$ cat config.mk
export PLATFORM = sky130hd
export DESIGN_NAME = motor_feedback_angle_tracker
export DESIGN_NICKNAME = d
export VERILOG_FILES = /design/src/rtl/mfat_pkg.sv /design/src/rtl/mfat_queue.sv /design/src/rtl/mfat_front.sv /design/src/rtl/mfat_back.sv /design/src/rtl/motor_feedback_angle_tracker.sv
export SDC_FILE = /design/constraint.sdc
export NUM_CORES = 1
export LEC_CHECK = 0
export BUFFER_PORTS_ARGS = -buffer_cell sky130_fd_sc_hd__buf_4
export CAP_MARGIN = 20
export CORE_ASPECT_RATIO = 0.9
export CORE_MARGIN = 2
export CORE_UTILIZATION = 57
export CTS_CLUSTER_DIAMETER = 150
export DETAILED_ROUTE_END_ITERATION = 10
export PLACE_DENSITY = 0.87
export SYNTH_ARGS = -nofsm -noshare
export SYNTH_HDL_FRONTEND = slang
export SYNTH_SLANG_ARGS = --single-unit
$ cat constraint.sdc
create_clock -name clk -period 9.1 [get_ports clk]
set_input_delay 1.365 -clock clk [delete_from_list [all_inputs] [get_ports clk]]
set_output_delay 1.365 -clock clk [all_outputs]
set_load 0.01 [all_outputs]
$ cat src/rtl/mfat_pkg.sv
`timescale 1ns / 1ps
`default_nettype none

package mfat_pkg;

	// encoder geometry
	localparam int ENCODER_COUNTS = 8192;
	localparam int CNT_W          = $clog2(ENCODER_COUNTS);
	localparam int DELTA_W        = CNT_W + 1;

	// field and register widths
	localparam int ID_W    = 11;
	localparam int SCALE_W = 20;
	localparam int ANGLE_W = 25;
	localparam int DATA_W  = 32;
	localparam int PADDR_W = 4;

	// scaling arithmetic
	localparam int PROD_W    = DELTA_W + SCALE_W + 1;
	localparam int FRAC_DROP = 8;
	localparam int SCALED_W  = PROD_W - FRAC_DROP;
	localparam int SUM_W     = SCALED_W + 1;

	// queue sizes
	localparam int MID_DEPTH = 4;
	localparam int MID_PTR_W = $clog2(MID_DEPTH);
	localparam int MID_CNT_W = $clog2(MID_DEPTH + 1);
	localparam int OUT_DEPTH = 4;
	localparam int OUT_PTR_W = $clog2(OUT_DEPTH);
	localparam int OUT_CNT_W = $clog2(OUT_DEPTH + 1);

	// register reset values
	localparam logic [ID_W-1:0]    RX_ID_RESET  = ID_W'(517);
	localparam logic [SCALE_W-1:0] SCALE_RESET  = SCALE_W'(737280);
	localparam logic               ENABLE_RESET = 1'b1;

	// constants of the tracking math
	localparam logic signed [DELTA_W-1:0] COUNTS_D    = DELTA_W'(ENCODER_COUNTS);
	localparam logic signed [DELTA_W-1:0] HALF_COUNTS = DELTA_W'(ENCODER_COUNTS / 2);
	localparam logic signed [PROD_W-1:0]  ROUND_BIAS  = PROD_W'(1 << (FRAC_DROP - 1));
	localparam logic signed [SUM_W-1:0]   HALF_TURN   = SUM_W'(180 * 65536);
	localparam logic signed [SUM_W-1:0]   FULL_TURN   = SUM_W'(360 * 65536);

	// register map
	typedef enum logic [1:0] {
		REG_RX_ID  = 2'd0,
		REG_SCALE  = 2'd1,
		REG_ENABLE = 2'd2
	} reg_idx_t;

	typedef struct packed {
		logic [ID_W-1:0]    rx_id;
		logic [SCALE_W-1:0] scale;
		logic               enable;
	} cfg_t;

	typedef struct packed {
		logic [7:0]         temperature;
		logic [15:0]        encoder_raw;
		logic signed [15:0] speed;
		logic signed [15:0] drive_current;
	} fb_fields_t;

	// one classified frame on its way to the back end
	typedef struct packed {
		fb_fields_t                 fields;
		logic signed [DELTA_W-1:0]  delta;
		logic                       first;
		logic                       track;
	} mid_entry_t;

endpackage

`default_nettype wire

$ cat src/rtl/mfat_queue.sv
`timescale 1ns / 1ps
`default_nettype none

module mfat_queue
	import mfat_pkg::*;
(
	input  wire logic       clk,
	input  wire logic       arst_n,
	input  wire logic       push,
	input  wire mid_entry_t push_data,
	output logic            full,
	input  wire logic       pop,
	output mid_entry_t      pop_data,
	output logic            empty
);

	mid_entry_t             mem_q [MID_DEPTH];
	logic [MID_PTR_W-1:0]   wr_ptr_q;
	logic [MID_PTR_W-1:0]   rd_ptr_q;
	logic [MID_CNT_W-1:0]   count_q;
	logic                   do_push;
	logic                   do_pop;

	assign full     = (count_q == MID_CNT_W'(MID_DEPTH));
	assign empty    = (count_q == '0);
	assign do_push  = push && !full;
	assign do_pop   = pop && !empty;
	assign pop_data = mem_q[rd_ptr_q];

	// pointers and fill level
	always_ff @(posedge clk or negedge arst_n) begin
		if (!arst_n) begin
			wr_ptr_q <= '0;
			rd_ptr_q <= '0;
			count_q  <= '0;
		end else begin
			if (do_push) begin
				wr_ptr_q <= wr_ptr_q + 1'b1;
			end
			if (do_pop) begin
				rd_ptr_q <= rd_ptr_q + 1'b1;
			end
			if (do_push && !do_pop) begin
				count_q <= count_q + 1'b1;
			end else if (!do_push && do_pop) begin
				count_q <= count_q - 1'b1;
			end
		end
	end

	// entry storage
	always_ff @(posedge clk) begin
		if (do_push) begin
			mem_q[wr_ptr_q] <= push_data;
		end
	end

endmodule

`default_nettype wire

$ cat src/rtl/mfat_front.sv
`timescale 1ns / 1ps
`default_nettype none

module mfat_front
	import mfat_pkg::*;
(
	input  wire logic            clk,
	input  wire logic            arst_n,
	input  wire cfg_t            cfg,
	input  wire logic            push,
	output logic                 full,
	input  wire logic [ID_W-1:0] frame_id,
	input  wire logic [7:0]      rx_byte0,
	input  wire logic [7:0]      rx_byte1,
	input  wire logic [7:0]      rx_byte2,
	input  wire logic [7:0]      rx_byte3,
	input  wire logic [7:0]      rx_byte4,
	input  wire logic [7:0]      rx_byte5,
	input  wire logic [7:0]      rx_byte6,
	output logic                 q_push,
	output mid_entry_t           q_data,
	input  wire logic            q_full
);

	logic [CNT_W-1:0]          prev_count_q;
	logic                      seen_q;
	logic                      accept;
	logic                      match;
	logic [15:0]               encoder;
	logic [CNT_W-1:0]          count;
	logic signed [DELTA_W-1:0] diff;
	logic signed [DELTA_W-1:0] rolled;

	assign full   = q_full;
	assign accept = push && !q_full;
	assign match  = (frame_id == cfg.rx_id);
	assign q_push = accept && match;

	assign encoder = {rx_byte0, rx_byte1};
	assign count   = encoder[CNT_W-1:0];

	// raw count difference, then rollover correction by one turn of the encoder
	always_comb begin
		diff = $signed({1'b0, count}) - $signed({1'b0, prev_count_q});
		if (diff > HALF_COUNTS) begin
			rolled = diff - COUNTS_D;
		end else if (diff < -HALF_COUNTS) begin
			rolled = diff + COUNTS_D;
		end else begin
			rolled = diff;
		end
	end

	// classified entry; the first tracked frame carries the absolute count
	always_comb begin
		q_data.fields.temperature   = rx_byte6;
		q_data.fields.encoder_raw   = encoder;
		q_data.fields.speed         = $signed({rx_byte2, rx_byte3});
		q_data.fields.drive_current = $signed({rx_byte4, rx_byte5});
		q_data.first                = !seen_q;
		q_data.track                = cfg.enable;
		q_data.delta                = seen_q ? rolled : $signed({1'b0, count});
	end

	// last tracked count
	always_ff @(posedge clk or negedge arst_n) begin
		if (!arst_n) begin
			prev_count_q <= '0;
			seen_q       <= 1'b0;
		end else if (q_push && cfg.enable) begin
			prev_count_q <= count;
			seen_q       <= 1'b1;
		end
	end

endmodule

`default_nettype wire

$ cat src/rtl/mfat_back.sv
`timescale 1ns / 1ps
`default_nettype none

module mfat_back
	import mfat_pkg::*;
(
	input  wire logic               clk,
	input  wire logic               arst_n,
	input  wire cfg_t               cfg,
	input  wire logic               q_empty,
	output logic                    q_pop,
	input  wire mid_entry_t         q_data,
	output logic                    empty,
	input  wire logic               pop,
	output logic [7:0]              temperature,
	output logic [15:0]             encoder_raw,
	output logic signed [15:0]      speed,
	output logic signed [15:0]      drive_current,
	output logic signed [ANGLE_W-1:0] shaft_angle
);

	// multiply stage
	logic                       valid_s1;
	fb_fields_t                 fields_s1;
	logic                       first_s1;
	logic                       track_s1;
	logic signed [SCALED_W-1:0] scaled_s1;
	logic signed [PROD_W-1:0]   delta_ext;
	logic signed [PROD_W-1:0]   scale_ext;
	logic signed [PROD_W-1:0]   prod;
	logic signed [PROD_W-1:0]   rounded;

	// accumulate stage
	logic signed [ANGLE_W-1:0]  acc_q;
	logic signed [SUM_W-1:0]    base;
	logic signed [SUM_W-1:0]    sum;
	logic signed [SUM_W-1:0]    wrapped;
	logic signed [ANGLE_W-1:0]  new_angle;

	// result queue
	fb_fields_t                 out_fields_q [OUT_DEPTH];
	logic signed [ANGLE_W-1:0]  out_angle_q [OUT_DEPTH];
	logic [OUT_PTR_W-1:0]       out_wr_q;
	logic [OUT_PTR_W-1:0]       out_rd_q;
	logic [OUT_CNT_W-1:0]       out_cnt_q;
	logic [OUT_CNT_W-1:0]       committed;
	logic                       out_pop;

	// take an entry only when the result queue has room for everything in flight
	assign committed = out_cnt_q + OUT_CNT_W'(valid_s1);
	assign q_pop     = !q_empty && (committed < OUT_CNT_W'(OUT_DEPTH));

	// count delta times scale, rounded to nearest at 16 fraction bits
	assign delta_ext = PROD_W'(q_data.delta);
	assign scale_ext = $signed(PROD_W'(cfg.scale));
	assign prod      = delta_ext * scale_ext;
	assign rounded   = prod + ROUND_BIAS;

	always_ff @(posedge clk or negedge arst_n) begin
		if (!arst_n) begin
			valid_s1 <= 1'b0;
		end else begin
			valid_s1 <= q_pop;
		end
	end

	always_ff @(posedge clk) begin
		if (q_pop) begin
			fields_s1 <= q_data.fields;
			first_s1  <= q_data.first;
			track_s1  <= q_data.track;
			scaled_s1 <= rounded[PROD_W-1:FRAC_DROP];
		end
	end

	// accumulate and fold back into one half turn either side
	always_comb begin
		base = first_s1 ? '0 : SUM_W'(acc_q);
		sum  = base + SUM_W'(scaled_s1);
		if (sum > HALF_TURN) begin
			wrapped = sum - FULL_TURN;
		end else if (sum < -HALF_TURN) begin
			wrapped = sum + FULL_TURN;
		end else begin
			wrapped = sum;
		end
		new_angle = track_s1 ? wrapped[ANGLE_W-1:0] : acc_q;
	end

	always_ff @(posedge clk or negedge arst_n) begin
		if (!arst_n) begin
			acc_q <= '0;
		end else if (valid_s1) begin
			acc_q <= new_angle;
		end
	end

	// result queue control
	assign empty   = (out_cnt_q == '0);
	assign out_pop = pop && !empty;

	always_ff @(posedge clk or negedge arst_n) begin
		if (!arst_n) begin
			out_wr_q  <= '0;
			out_rd_q  <= '0;
			out_cnt_q <= '0;
		end else begin
			if (valid_s1) begin
				out_wr_q <= out_wr_q + 1'b1;
			end
			if (out_pop) begin
				out_rd_q <= out_rd_q + 1'b1;
			end
			if (valid_s1 && !out_pop) begin
				out_cnt_q <= out_cnt_q + 1'b1;
			end else if (!valid_s1 && out_pop) begin
				out_cnt_q <= out_cnt_q - 1'b1;
			end
		end
	end

	always_ff @(posedge clk) begin
		if (valid_s1) begin
			out_fields_q[out_wr_q] <= fields_s1;
			out_angle_q[out_wr_q]  <= new_angle;
		end
	end

	// head of the result queue
	assign temperature   = out_fields_q[out_rd_q].temperature;
	assign encoder_raw   = out_fields_q[out_rd_q].encoder_raw;
	assign speed         = out_fields_q[out_rd_q].speed;
	assign drive_current = out_fields_q[out_rd_q].drive_current;
	assign shaft_angle   = out_angle_q[out_rd_q];

endmodule

`default_nettype wire

$ cat src/rtl/motor_feedback_angle_tracker.sv
// Motor feedback angle tracker: decodes received feedback frames for one motor.
// Input channel: push a frame (frame_id, rx_byte0..rx_byte6) while full is low.
// Frames whose identifier differs from rx_identifier are taken and dropped.
// Result channel: while empty is low the oldest result sits on temperature,
// encoder_raw, speed, drive_current and shaft_angle; pop takes it.
// Configuration: APB writes at byte addresses 0 (rx_identifier), 4 (angle_scale)
// and 8 (angle_enable), only while no frame is in flight.
// Path: a matching frame passes the middle queue, the multiply stage and the
// accumulate stage into the result queue before it can be popped.
// Throughput: one frame per cycle while full is low; the angle accumulator
// closes its loop through one add and one turn correction per cycle.
// Reset: registers return to their defaults, both queues empty, the tracked
// angle is zero and the next tracked frame sets the absolute angle.
// Stall: when pop stays low the result queue fills, then the middle queue,
// and full rises; nothing is dropped.
`timescale 1ns / 1ps
`default_nettype none

module motor_feedback_angle_tracker
	import mfat_pkg::*;
(
	input  wire logic                 clk,
	input  wire logic                 arst_n,
	input  wire logic                 psel,
	input  wire logic                 penable,
	input  wire logic                 pwrite,
	input  wire logic [PADDR_W-1:0]   paddr,
	input  wire logic [DATA_W-1:0]    pwdata,
	output logic [DATA_W-1:0]         prdata,
	output logic                      pready,
	input  wire logic                 push,
	output logic                      full,
	input  wire logic [ID_W-1:0]      frame_id,
	input  wire logic [7:0]           rx_byte0,
	input  wire logic [7:0]           rx_byte1,
	input  wire logic [7:0]           rx_byte2,
	input  wire logic [7:0]           rx_byte3,
	input  wire logic [7:0]           rx_byte4,
	input  wire logic [7:0]           rx_byte5,
	input  wire logic [7:0]           rx_byte6,
	output logic                      empty,
	input  wire logic                 pop,
	output logic [7:0]                temperature,
	output logic [15:0]               encoder_raw,
	output logic signed [15:0]        speed,
	output logic signed [15:0]        drive_current,
	output logic signed [ANGLE_W-1:0] shaft_angle
);

	logic [ID_W-1:0]    rx_id_q;
	logic [SCALE_W-1:0] scale_q;
	logic               enable_q;
	cfg_t               cfg;
	reg_idx_t           reg_idx;
	logic               wr_en;
	logic               q_push;
	logic               q_full;
	logic               q_pop;
	logic               q_empty;
	mid_entry_t         q_wdata;
	mid_entry_t         q_rdata;

	assign pready  = 1'b1;
	assign reg_idx = reg_idx_t'(paddr[3:2]);
	assign wr_en   = psel && penable && pwrite && pready;

	// configuration registers
	always_ff @(posedge clk or negedge arst_n) begin
		if (!arst_n) begin
			rx_id_q  <= RX_ID_RESET;
			scale_q  <= SCALE_RESET;
			enable_q <= ENABLE_RESET;
		end else if (wr_en) begin
			case (reg_idx)
				REG_RX_ID:  rx_id_q  <= pwdata[ID_W-1:0];
				REG_SCALE:  scale_q  <= pwdata[SCALE_W-1:0];
				REG_ENABLE: enable_q <= pwdata[0];
				default: ;
			endcase
		end
	end

	// register readback
	always_comb begin
		case (reg_idx)
			REG_RX_ID:  prdata = DATA_W'(rx_id_q);
			REG_SCALE:  prdata = DATA_W'(scale_q);
			REG_ENABLE: prdata = DATA_W'(enable_q);
			default:    prdata = '0;
		endcase
	end

	assign cfg.rx_id  = rx_id_q;
	assign cfg.scale  = scale_q;
	assign cfg.enable = enable_q;

	mfat_front u_front (
		.clk      (clk),
		.arst_n   (arst_n),
		.cfg      (cfg),
		.push     (push),
		.full     (full),
		.frame_id (frame_id),
		.rx_byte0 (rx_byte0),
		.rx_byte1 (rx_byte1),
		.rx_byte2 (rx_byte2),
		.rx_byte3 (rx_byte3),
		.rx_byte4 (rx_byte4),
		.rx_byte5 (rx_byte5),
		.rx_byte6 (rx_byte6),
		.q_push   (q_push),
		.q_data   (q_wdata),
		.q_full   (q_full)
	);

	mfat_queue u_queue (
		.clk       (clk),
		.arst_n    (arst_n),
		.push      (q_push),
		.push_data (q_wdata),
		.full      (q_full),
		.pop       (q_pop),
		.pop_data  (q_rdata),
		.empty     (q_empty)
	);

	mfat_back u_back (
		.clk           (clk),
		.arst_n        (arst_n),
		.cfg           (cfg),
		.q_empty       (q_empty),
		.q_pop         (q_pop),
		.q_data        (q_rdata),
		.empty         (empty),
		.pop           (pop),
		.temperature   (temperature),
		.encoder_raw   (encoder_raw),
		.speed         (speed),
		.drive_current (drive_current),
		.shaft_angle   (shaft_angle)
	);

endmodule

`default_nettype wire

Word-level counts from Yosys, hierarchy flattened
Memory sizes are Yosys's and may differ from the RTL's.
Cells that the tools add are included.
{"block": "op_classes", "n_addsub": 16, "multipliers": 1, "magnitude_cmp": 5, "eq_ne": 4, "n_mux": 16, "n_reduce_logical": 29}
{"op": "25-bit 2-to-1 mux", "n": 3}
{"op": "20-bit case mux with 3 select lines", "n": 1}
{"op": "14-bit 2-to-1 mux", "n": 3}
{"op": "35-bit by 9-bit adder with 35-bit output, second input constant", "n": 1}
{"op": "14-bit by 21-bit multiplier with 35-bit output", "n": 1}
{"op": "28-bit by 27-bit adder with 28-bit output", "n": 1}
{"op": "28-bit by 25-bit > comparator with 1-bit output, second input constant", "n": 1}
{"op": "28-bit by 25-bit < comparator with 1-bit output, second input constant", "n": 1}
{"op": "28-bit 2-to-1 mux", "n": 1}
{"op": "25-bit adder, second input constant", "n": 1}
{"op": "25-bit subtractor, second input constant", "n": 1}
{"op": "14-bit adder, second input constant", "n": 1}
{"op": "14-bit > comparator, second input constant", "n": 1}
{"op": "14-bit by 13-bit < comparator with 1-bit output, second input constant", "n": 1}
{"op": "13-bit by 13-bit subtractor with 14-bit output", "n": 1}
{"op": "14-bit subtractor, second input constant", "n": 1}
{"op": "1-bit logical AND", "n": 13}
{"op": "3-bit 2-to-1 mux", "n": 4}
{"op": "11-bit == test", "n": 1}
{"op": "2-bit by 1-bit adder with 2-bit output, second input constant", "n": 4}
{"op": "1-bit zero test", "n": 8}
{"op": "3-bit by 1-bit adder with 3-bit output, second input constant", "n": 2}
{"op": "3-bit zero test", "n": 2}
{"op": "2-bit AND reduction", "n": 3}
{"op": "9 further kinds", "n": 14}
{"block": "totals", "ff_bits": 171, "mem_bits_rw": 612, "inputBits": 110, "out_inout_bits": 116, "word_cells": 94, "mem_count": 3}
{"memory": "u_queue.mem_q", "depth": 4, "word_bits": 72, "rd": 1, "rd_clocked_by_memory_dff": 0, "write_ports": 1, "line_no": "mfat_queue.sv:17", "rtl": "mid_entry_t mem_q [MID_DEPTH];"}
{"memory": "u_back.out_fields_q", "depth": 4, "word_bits": 56, "rd": 1, "rd_clocked_by_memory_dff": 0, "write_ports": 1, "line_no": "mfat_back.sv:41", "rtl": "fb_fields_t out_fields_q [OUT_DEPTH];"}
{"memory": "u_back.out_angle_q", "depth": 4, "word_bits": 25, "rd": 1, "rd_clocked_by_memory_dff": 0, "write_ports": 1, "line_no": "mfat_back.sv:42", "rtl": "logic signed [ANGLE_W-1:0] out_angle_q [OUT_DEPTH];"}

Logic depth before layout (Yosys ltp)
Gate-level depths: netlist of the first run.
{"block": "logic_depth", "depth_word": 9, "mapped_depth": 27}

By module
Synthesis of the first run repeated with hierarchy kept, for this count alone.
{"block": "hier_totals", "hier_cells": 2804, "area_unflattened_um2": 41642.4}
{"mod": "mfat_back", "n_inst": 1, "cells_per_inst": 2033, "area_each_um2": 27276.2, "seq_area_each_um2": 13107.6}
{"mod": "mfat_queue", "n_inst": 1, "cells_per_inst": 412, "area_each_um2": 10811.6, "seq_area_each_um2": 8823.5}
{"mod": "mfat_front", "n_inst": 1, "cells_per_inst": 237, "area_each_um2": 1959.4, "seq_area_each_um2": 350.3}
{"mod": "motor_feedback_angle_tracker", "n_inst": 1, "cells_per_inst": 122, "area_each_um2": 1595.3, "seq_area_each_um2": 810.8}

Worst setup path after synthesis of the first run
No wires, ideal clock.
{"block": "synth_timing", "kind": "register -> register", "startpoint": "register u_queue.rd_ptr_q[0]", "endpoint": "register u_back.scaled_s1[12] (data pin)", "arrival_ps": 7134, "slack_ps": 1704, "stages_incl_launch_ff": 27, "path_buffers": 2, "cell_sequence": "dfrtp_1 buf_1 mux4_2 clkbuf_1 and2_1 fa_1 inv_1 fa_1 inv_1 fa_1 fa_1 inv_1 fa_1 inv_1 fa_1 ha_1 a21oi_1 o221a_2 o211ai_1 a31oi_1 nor2_1 o21a_1 o21a_1 o21a_1 o21a_1 o31ai_1 xnor2_1"}
{"block": "synth_via", "elab_chain_cells": 3}
{"item": "start: declaration", "line_no": "mfat_queue.sv:19", "rtl": "logic [MID_PTR_W-1:0] rd_ptr_q;"}
{"item": "start signal: assignment", "line_no": "mfat_queue.sv:41", "rtl": "rd_ptr_q <= rd_ptr_q + 1'b1;"}
{"item": "memory 4 x 72 bit"}
{"item": "14-bit by 21-bit multiplier with 35-bit output", "line_no": "mfat_back.sv:56", "rtl": "assign prod = delta_ext * scale_ext;"}
{"item": "35-bit by 9-bit adder with 35-bit output", "line_no": "mfat_back.sv:57", "rtl": "assign rounded = prod + ROUND_BIAS;"}
{"item": "named net u_back.rounded[20]", "line_no": "mfat_back.sv:31", "rtl": "logic signed [PROD_W-1:0] rounded;"}
{"item": "end signal: assignment", "line_no": "mfat_back.sv:72", "rtl": "scaled_s1 <= rounded[PROD_W-1:FRAC_DROP];"}
{"item": "end: declaration", "line_no": "mfat_back.sv:27", "rtl": "logic signed [SCALED_W-1:0] scaled_s1;"}
The timed path passes the listed nets, and every way through them passes these cells.
A chain may end at the register's enable or synchronous reset.

Final worst setup path of the first run
Ends and elaborated chain as after synthesis.

==> insert_results.sql, run 1 <==
INSERT INTO impl_metrics (metric_group, metric, value, unit) VALUES
('routing', 'dr_total_vias', '23400', ''),
('synth', 'yosysMostFrequentCell', 'sky130_fd_sc_hd__edfxtp_1', ''),
('synth', 'post_synth_num_cell_types', '87', ''),
('routing', 'route.detailed.vias_per_inst', '6.00', ''),
('synth', 'largest_family_of_logic_cells_by_synthesized_area', 'adder cells', ''),
('synth', 'synth_enable_flop_cells', '697', ''),
('sta', 'slew_viol_final', '0', ''),
('synth', 'synthSimpleGateAreaFrac', '0.0703', ''),
('floorplan', 'num_io_pins', '226', ''),
('sta', 'timing_hold_violations_final', '0', ''),
('routing', 'drt_first_iter_violations', '2358', ''),
('outcome', 'run_status', 'complete, no violations', ''),
('cts', 'root_buffer', 'sky130_fd_sc_hd__clkbuf_16', ''),
('critical_path', 'worst_ep_required_time', '9.45', 'ns'),
('floorplan', 'die_area', '0.0737', 'sq mm'),
('synth', 'synth_area_in_compound_gates', '0.0364', ''),
('critical_path', 'cp_max_fo', '35', ''),
('cts', 'sinks_on_clock_net', '783', ''),
('synth', 'synth-adder-area-share', '0.159', ''),
('place', 'place_congestion', '0.873', ''),
('cts', 'clk_pin_slew', '0.06', 'ns'),
('grt', 'track_usage', '0.257', ''),
('critical_path', 'setup.worst_path.end_class', 'register', ''),
('grt', 'first_pass_grt_wire_length', '145000', 'microns'),
('sta', 'tightestPinTransition', '1.11', 'ns'),
('cts', 'cts_repair_resizes', '0', ''),
('synth', 'synthesis.yosys.warnings', '0', ''),
('synth', 'synthDominantCellAreaShare', '0.513', ''),
('cts', 'max-clock-path-buffers', '3', ''),
('sta', 'relSlewSlack', '0.263', ''),
('grt', 'number_of_antenna_violations_at_the_first_check_in_global_routing', '5', ''),
('finish', 'fillers', '4749', ''),
('sta', 'maxClockFrequency', '120', 'MHz'),
('synth', 'synthesis.instances', '2706', ''),
('sta', 'layout_min_cycle_time', '8.32', 'ns'),
('synth', 'synthesis.area', '0.0408', 'sq mm'),
('synth', 'postSynth.topFlopCell', 'sky130_fd_sc_hd__edfxtp_1', ''),
('critical_path', 'type_of_the_worst_setup_path', 'reg2reg', ''),
('critical_path', 'critical_path.startpoint_type', 'register', ''),
('finish', 'flow.area_growth_from_synthesis', '12.1', '%'),
('finish', 'post_route_cells_drive_above_1_share', '0.212', ''),
('place', 'io_buffers', '198', ''),
('sta', 'setup_repair_after_global_routing_missed_its_margin', 'no', ''),
('grt', 'vias_in_the_first_global_route', '25700', ''),
('routing', 'wl_per_cell', '23.8', 'microns'),
('synth', 'post_synth_mux_area_share', '0.112', ''),
('sta', 'tns', '0', 'ns'),
('synth', 'synth-xor-area-share', '0.0148', ''),
('routing', 'postRouteWirelength', '93000', 'microns'),
('finish', 'final_net_count', '3386', ''),
('place', 'place_hpwl', '58500', 'microns'),
('floorplan', 'die-height', '258', 'microns'),
('routing', 'post-route-drc-count', '0', ''),
('floorplan', 'chipWidth', '286', 'microns'),
('synth', 'ys_seq_area_frac', '0.566', ''),
('floorplan', 'row_count', '93', ''),
('floorplan', 'core_area', '0.0712', 'sq mm'),
('grt', 'gr-total-overflow', '0', ''),
('synth', 'synthTopCellsByArea', 'sky130_fd_sc_hd__edfxtp_1 51%, sky130_fd_sc_hd__fa_1 11%, sky130_fd_sc_hd__mux4_2 8.4%', ''),
('routing', 'first_pass_detailed_route_iteration_total', '5', ''),
('run', 'maxCapViolations', '0', ''),
('cts', 'total_of_hold_buffers_inserted_after_clock_tree_synthesis', '0', ''),
('synth', 'synth.largest_area_cell', 'sky130_fd_sc_hd__edfxtp_1', ''),
('floorplan', 'initial_utilization', '0.573', ''),
('critical_path', 'cp.arrival', '8.67', 'ns'),
('cts', 'clkLatencyLatePin', '0.63', 'ns'),
('sta', 'timing.clock.skew', '0.0308', 'ns'),
('cts', 'post_cts.repair.setup_buffers', '0', ''),
('sta', 'finalCritPeriodShare', '0.915', ''),
('cts', 'h_tree_depth_reported_by_cts', '3', ''),
('synth', 'post_synth_most_frequent_cells', '697 x sky130_fd_sc_hd__edfxtp_1, 312 x sky130_fd_sc_hd__inv_1, 218 x sky130_fd_sc_hd__fa_1, 182 x sky130_fd_sc_hd__nand2_1, 168 x sky130_fd_sc_hd__ha_1', ''),
('cts', 'clock_tree_from_tritoncts', 'built', ''),
('synth', 'yosys_register_bits', '783', ''),
('hold_path', 'hold_class', 'reg2reg', ''),
('sta', 'timing.final.setup_violations', '0', ''),
('synth', 'async_reset_ff_frac', '0.110', ''),
('routing', 'detail-route-antenna-nets', '0', ''),
('synth', 'synthesis.area_per_instance', '15.1', 'sq um'),
('cts', 'clock_buffer_count_from_cts', '76', ''),
('grt', 'largest_net_degree_at_the_start_of_global_routing', '64', '');
[sequential cells by signal, indices dropped and copies added, names as in the netlist, 3 cells and up]
register,cells
rx_id_q,11
scale_q,20
u_back.acc_q,25
u_back.fields_s1,56
u_back.out_angle_q,100
u_back.out_cnt_q,3
u_back.out_fields_q,224
u_back.scaled_s1,27
u_front.prev_count_q,13
u_queue.count_q,3
u_queue.mem_q,288
[cell type report]
class                           instances  area [sq um]  share of cell area
Antenna cell                            3          7.51            0.000164
Multi-Input combinational cell       1499         16100               0.351
Sequential cell                       783         23100               0.505
Timing Repair Buffer                  218          1640              0.0358
Tap cell                              950          1190              0.0260
Clock inverter                         38           417             0.00911
Inverter                              312          1170              0.0256
Clock buffer                          103          2150              0.0469
[placed cells by master (no fill, tap or decap), drive strengths merged, types with 87 or more instances in the layout]
cell	netlist	routed
inv	312	318
clkbuf	86	103
buf	37	218
mux4	152	152
fa	218	218
and2	159	159
nand2	182	182
edfxtp	697	697
nor2	89	89
mux2	87	87
ha	168	168
[logic make-up after synthesis]
family          count (synthesis)
buf+inv                       435
compound gates                210
xor+xnor                       69
fa+ha+maj                     386
flops                         783
simple gates                  567
mux                           254
other cells                     2
[metrics by stage]
step	instances	utilization	setup slack (ns)	hold slack, ns	instance area [sq um]
3_5_place_dp	3762	0.606	0.796	0.481	43200
2_1_floorplan	2717	-	1.70	0.454	40800
5_1_grt	3906	0.642	0.291	0.502	45700
6_report	3906	0.642	0.776	0.498	45700
4_1_cts	3903	0.642	0.719	0.492	45700
3_3_place_gp	3762	0.606	1.05	0.464	43200
[metal layers]
layer	vias up	routed length, microns	global-route usage	part of all wire
li1	10000	-	-	-
met1	11900	35700	0.330	0.38
met2	1172	47000	0.441	0.51
met3	287	6760	0.0418	0.073
met4	2	3510	0.101	0.038
met5	-	11	0	0.00012
[final timing paths]
kind	startpoint	to	slack (ns)	cells after the start
min in group asynchronous	arst_n	u_back.acc_q[23]	0.69	1
max in group asynchronous	arst_n	u_queue.rd_ptr_q[1]	7.17	2
worst max register to register	u_queue.rd_ptr_q[0]	u_back.scaled_s1[12]	0.78	24
worst min register to register	u_back.fields_s1[49]	u_back.out_fields_q[2][49]	0.50	0
worst min-delay path	u_back.fields_s1[49]	u_back.out_fields_q[2][49]	0.50	0
worst max-delay path	u_queue.rd_ptr_q[0]	u_back.scaled_s1[12]	0.78	24
[worst max-delay path, stage by stage (launching register included)]
cell and delay (ns):
sky130_fd_sc_hd__dfrtp_4 0.87, sky130_fd_sc_hd__mux4_2 0.85, sky130_fd_sc_hd__and2_1 0.28, sky130_fd_sc_hd__fa_1 0.53, sky130_fd_sc_hd__inv_1 0.05, sky130_fd_sc_hd__fa_1 0.48
sky130_fd_sc_hd__inv_1 0.05, sky130_fd_sc_hd__fa_1 0.48, sky130_fd_sc_hd__fa_1 0.55, sky130_fd_sc_hd__inv_1 0.06, sky130_fd_sc_hd__fa_1 0.48, sky130_fd_sc_hd__inv_1 0.05
sky130_fd_sc_hd__fa_1 0.44, sky130_fd_sc_hd__ha_1 0.34, sky130_fd_sc_hd__a21oi_1 0.19, sky130_fd_sc_hd__o221a_2 0.22, sky130_fd_sc_hd__o211ai_1 0.10, sky130_fd_sc_hd__a31oi_1 0.56
sky130_fd_sc_hd__nor2_1 0.14, sky130_fd_sc_hd__o21a_1 0.23, sky130_fd_sc_hd__o21a_1 0.19, sky130_fd_sc_hd__o21a_1 0.20, sky130_fd_sc_hd__o21a_1 0.22, sky130_fd_sc_hd__o31ai_1 0.32
sky130_fd_sc_hd__xnor2_1 0.10
Power of run 1 is not shown: default switching activity piles up to over one toggle a cycle in this logic, so the estimate is an artifact.
==> run 2: changes to the inputs <==
ABC_AREA = 1   (was unset)
PLACE_DENSITY = unset   (was 0.87)
PLACE_DENSITY_LB_ADDON = 0.25   (was unset)
==> run 2 against run 1 <==
Critical path depth rose by 2. Utilization rose by 0.18 points. Cell count rose by 33%. Cell area rose by 2.9%. Die area rose by 3.1%. Worst setup slack improved by 0.85 ns. Via count rose by 23%. Non-clock buffer count rose by 11. Flip-flop and latch count did not move. Sequential share of layout area fell by 1.4 points. Largest cell class unchanged.
==> insert_results.sql, run 2 <==
INSERT INTO impl_metrics (metric_group, metric, value, unit) VALUES
('routing', 'postRouteWirelength', '97800', 'microns'),
('synth', 'post_synth_mux_area_share', '0.00107', ''),
('synth', 'synthTopCellsByArea', 'sky130_fd_sc_hd__edfxtp_1 50%, sky130_fd_sc_hd__fa_1 10%, sky130_fd_sc_hd__nand2_1 5.9%', ''),
('sta', 'layout_min_cycle_time', '7.47', 'ns'),
('critical_path', 'launching_point_of_the_worst_reg2reg_path', 'u_queue.rd_ptr_q[0]', ''),
('cts', 'sinks_on_clock_net', '783', ''),
('floorplan', 'chipWidth', '290', 'microns'),
('grt', 'gr-total-overflow', '0', ''),
('sta', 'finalCritPeriodShare', '0.821', ''),
('synth', 'synthesis.yosys.warnings', '0', ''),
('finish', 'mostFrequentLayoutCell', 'sky130_fd_sc_hd__edfxtp_1', ''),
('synth', 'synthesis.area', '0.0421', 'sq mm'),
('routing', 'first_pass_detailed_route_iteration_total', '6', ''),
('synth', 'synthesis.area_per_instance', '10.5', 'sq um'),
('hold_path', 'holdCritStartpoint', 'u_back.fields_s1[33]', ''),
('routing', 'drt_first_iter_violations', '2233', ''),
('sta', 'timing.clock.skew', '0.0431', 'ns'),
('sta', 'relSlewSlack', '0.287', ''),
('critical_path', 'timing.critical_path.from', 'u_queue.rd_ptr_q[0]', ''),
('cts', 'total_of_hold_buffers_inserted_after_clock_tree_synthesis', '0', ''),
('sta', 'worst_hold_slack', '0.485', 'ns'),
('floorplan', 'die-height', '262', 'microns'),
('synth', 'synth_area_in_compound_gates', '0.0833', ''),
('cts', 'clkLatencyLatePin', '0.66', 'ns'),
('routing', 'wl_per_cell', '18.9', 'microns'),
('synth', 'largest_family_of_logic_cells_by_synthesized_area', 'adder cells', ''),
('finish', 'layout.core_utilization', '0.644', ''),
('cts', 'clock_buffer_count_from_cts', '78', ''),
('synth', 'post_synth_num_cell_types', '50', ''),
('finish', 'layout.cells.most_common_list', '697 x sky130_fd_sc_hd__edfxtp_1, 664 x sky130_fd_sc_hd__nand2_1, 561 x sky130_fd_sc_hd__nor2_1', ''),
('cts', 'clock_tree_from_tritoncts', 'built', ''),
('synth', 'yosys_register_bits', '783', ''),
('sta', 'timing.final.setup_violations', '0', ''),
('synth', 'synthDominantCellAreaShare', '0.497', ''),
('synth', 'yosysMostFrequentCell', 'sky130_fd_sc_hd__edfxtp_1', ''),
('sta', 'tns', '0', 'ns'),
('synth', 'synth-xor-area-share', '0.0129', ''),
('sta', 'slew_viol_final', '0', ''),
('critical_path', 'worst_ep_required_time', '9.57', 'ns'),
('outcome', 'run_status', 'complete, no violations', ''),
('routing', 'route.detailed.vias_per_inst', '5.55', ''),
('synth', 'synth-adder-area-share', '0.154', ''),
('grt', 'number_of_antenna_violations_at_the_first_check_in_global_routing', '6', ''),
('place', 'io_buffers', '198', ''),
('place', 'place_congestion', '0.938', ''),
('run', 'maxCapViolations', '0', ''),
('floorplan', 'core_area', '0.0730', 'sq mm'),
('cts', 'cts_repair_resizes', '0', ''),
('cts', 'root_buffer', 'sky130_fd_sc_hd__clkbuf_16', ''),
('synth', 'synth_enable_flop_cells', '697', ''),
('sta', 'maxClockFrequency', '134', 'MHz'),
('sta', 'timing_hold_violations_final', '0', ''),
('routing', 'dr_total_vias', '28700', ''),
('cts', 'max-clock-path-buffers', '3', ''),
('grt', 'vias_in_the_first_global_route', '27800', ''),
('critical_path', 'setup.worst_path.end_class', 'register', ''),
('sta', 'setup_repair_after_global_routing_missed_its_margin', 'no', ''),
('synth', 'post_synth_most_frequent_cells', '697 x sky130_fd_sc_hd__edfxtp_1, 664 x sky130_fd_sc_hd__nand2_1, 565 x sky130_fd_sc_hd__nor2_1, 512 x sky130_fd_sc_hd__inv_1, 395 x sky130_fd_sc_hd__o21ai_0', ''),
('grt', 'largest_net_degree_at_the_start_of_global_routing', '102', ''),
('finish', 'post_route_cells_drive_above_1_share', '0.105', ''),
('grt', 'track_usage', '0.261', ''),
('routing', 'detail-route-antenna-nets', '0', ''),
('place', 'place_hpwl', '66300', 'microns'),
('floorplan', 'num_io_pins', '226', ''),
('sta', 'tightestPinTransition', '1.07', 'ns'),
('finish', 'flow.area_growth_from_synthesis', '11.8', '%'),
('finish', 'largest_register_ffs', '288', ''),
('finish', 'final_net_count', '4648', ''),
('finish', 'largest_registers', 'u_queue.mem_q x288, u_back.out_fields_q x224, u_back.out_angle_q x100', ''),
('synth', 'async_reset_ff_frac', '0.110', ''),
('finish', 'fillers', '5634', ''),
('finish', 'footprint_of_the_multi_input_gates', '0.0163', 'sq mm'),
('critical_path', 'critical_path.startpoint_type', 'register', ''),
('cts', 'h_tree_depth_reported_by_cts', '3', ''),
('finish', 'register_area', '0.0231', 'sq mm'),
('grt', 'first_pass_grt_wire_length', '154000', 'microns'),
('floorplan', 'die_area', '0.0760', 'sq mm'),
('synth', 'synthSimpleGateAreaFrac', '0.135', ''),
('synth', 'ys_seq_area_frac', '0.549', ''),
('critical_path', 'type_of_the_worst_setup_path', 'reg2reg', ''),
('hold_path', 'hold_class', 'reg2reg', ''),
('synth', 'synth.largest_area_cell', 'sky130_fd_sc_hd__edfxtp_1', ''),
('finish', 'max_flop_register', 'u_queue.mem_q', ''),
('critical_path', 'cp_max_fo', '77', ''),
('critical_path', 'cp.arrival', '7.95', 'ns'),
('floorplan', 'row_count', '94', ''),
('synth', 'synthesis.instances', '4001', ''),
('cts', 'post_cts.repair.setup_buffers', '0', ''),
('cts', 'clk_pin_slew', '0.06', 'ns'),
('routing', 'post-route-drc-count', '0', ''),
('synth', 'postSynth.topFlopCell', 'sky130_fd_sc_hd__edfxtp_1', ''),
('floorplan', 'initial_utilization', '0.576', '');
==> run 2: changes by cell type in the layout (fill, tap and decap cells not counted), sizes merged, moves of 83 or more <==
cell and change:
nand2 +510, nor2 +492, o21ai +355, inv +205, and2 -157, mux4 -152, o22ai +142, nand3 +86
mux2 -83
==> run 2: worst max-delay path, stage by stage (launching register included) <==
cell                       delay (ns)
sky130_fd_sc_hd__dfrtp_4         0.66
sky130_fd_sc_hd__inv_4           0.64
sky130_fd_sc_hd__nand2_1         0.12
sky130_fd_sc_hd__nand3_1         0.12
sky130_fd_sc_hd__nand2_1         0.36
sky130_fd_sc_hd__clkinv_1        0.36
sky130_fd_sc_hd__nand2_1         0.11
sky130_fd_sc_hd__fa_1            0.49
sky130_fd_sc_hd__inv_1           0.07
sky130_fd_sc_hd__fa_1            0.47
sky130_fd_sc_hd__fa_1            0.52
sky130_fd_sc_hd__fa_1            0.55
sky130_fd_sc_hd__inv_1           0.05
sky130_fd_sc_hd__fa_1            0.48
sky130_fd_sc_hd__inv_1           0.05
sky130_fd_sc_hd__fa_1            0.43
sky130_fd_sc_hd__ha_1            0.38
sky130_fd_sc_hd__nand2_1         0.10
sky130_fd_sc_hd__nor2_1          0.14
sky130_fd_sc_hd__nand2_1         0.06
sky130_fd_sc_hd__o21ai_0         0.29
sky130_fd_sc_hd__a211o_1         0.22
sky130_fd_sc_hd__nand2_1         0.09
sky130_fd_sc_hd__nor2_1          0.18
sky130_fd_sc_hd__nand2_1         0.07
sky130_fd_sc_hd__nand2_1         0.07
sky130_fd_sc_hd__xor2_1          0.18
==> run 2: cell families (layout without fill, tap and decap cells) <==
kind of cell | count (synthesis) | in the layout
muxes | 4 | 4
other | 2 | 14
AOI/OAI and AO/OA | 646 | 646
and+or+nand+nor | 1412 | 1412
DFF | 783 | 783
buffers and inverters | 706 | 909
xor gates and xnor gates | 62 | 62
adders and majority gates | 386 | 386
==> run 2: final timing paths <==
check	cells after the start	to	slack, ns
max	26	u_back.scaled_s1[24]	1.63
min	0	u_back.out_fields_q[3][33]	0.49
max reg2reg	26	u_back.scaled_s1[24]	1.63
min reg2reg	0	u_back.out_fields_q[3][33]	0.49
max in group asynchronous	2	u_queue.rd_ptr_q[0]	7.21
min in group asynchronous	1	scale_q[18]	0.69
==> run 2: per-stage QoR <==
step / worst slack [ns] / instance area [sq um] / std cells
5_1_grt: 1.22 / 47000 / 5176
6_report: 1.63 / 47000 / 5176
3_3_place_gp: 1.78 / 44400 / 5032
3_5_place_dp: 1.68 / 44400 / 5032
4_1_cts: 1.65 / 47000 / 5175
2_1_floorplan: 0.827 / 42100 / 4012
==> run 2: routing by layer <==
layer	part of all wire	routed length, microns	GRT usage
met1	0.45	43600	0.379
met2	0.45	44100	0.411
met3	0.083	8100	0.0494
met4	0.020	1930	0.0654
met5	0.00073	71	0
==> run 2: final cells by class <==
cell class,count,area share
clock buffer,94,0.0438
inverter,537,0.0431
tap,960,0.0255
multi-input combinational,2523,0.347
antenna,1,0.0000532
sequential,783,0.491
clock inverter,49,0.0124
timing repair buffer,229,0.0365
Power of run 2 is left out for the same reason.
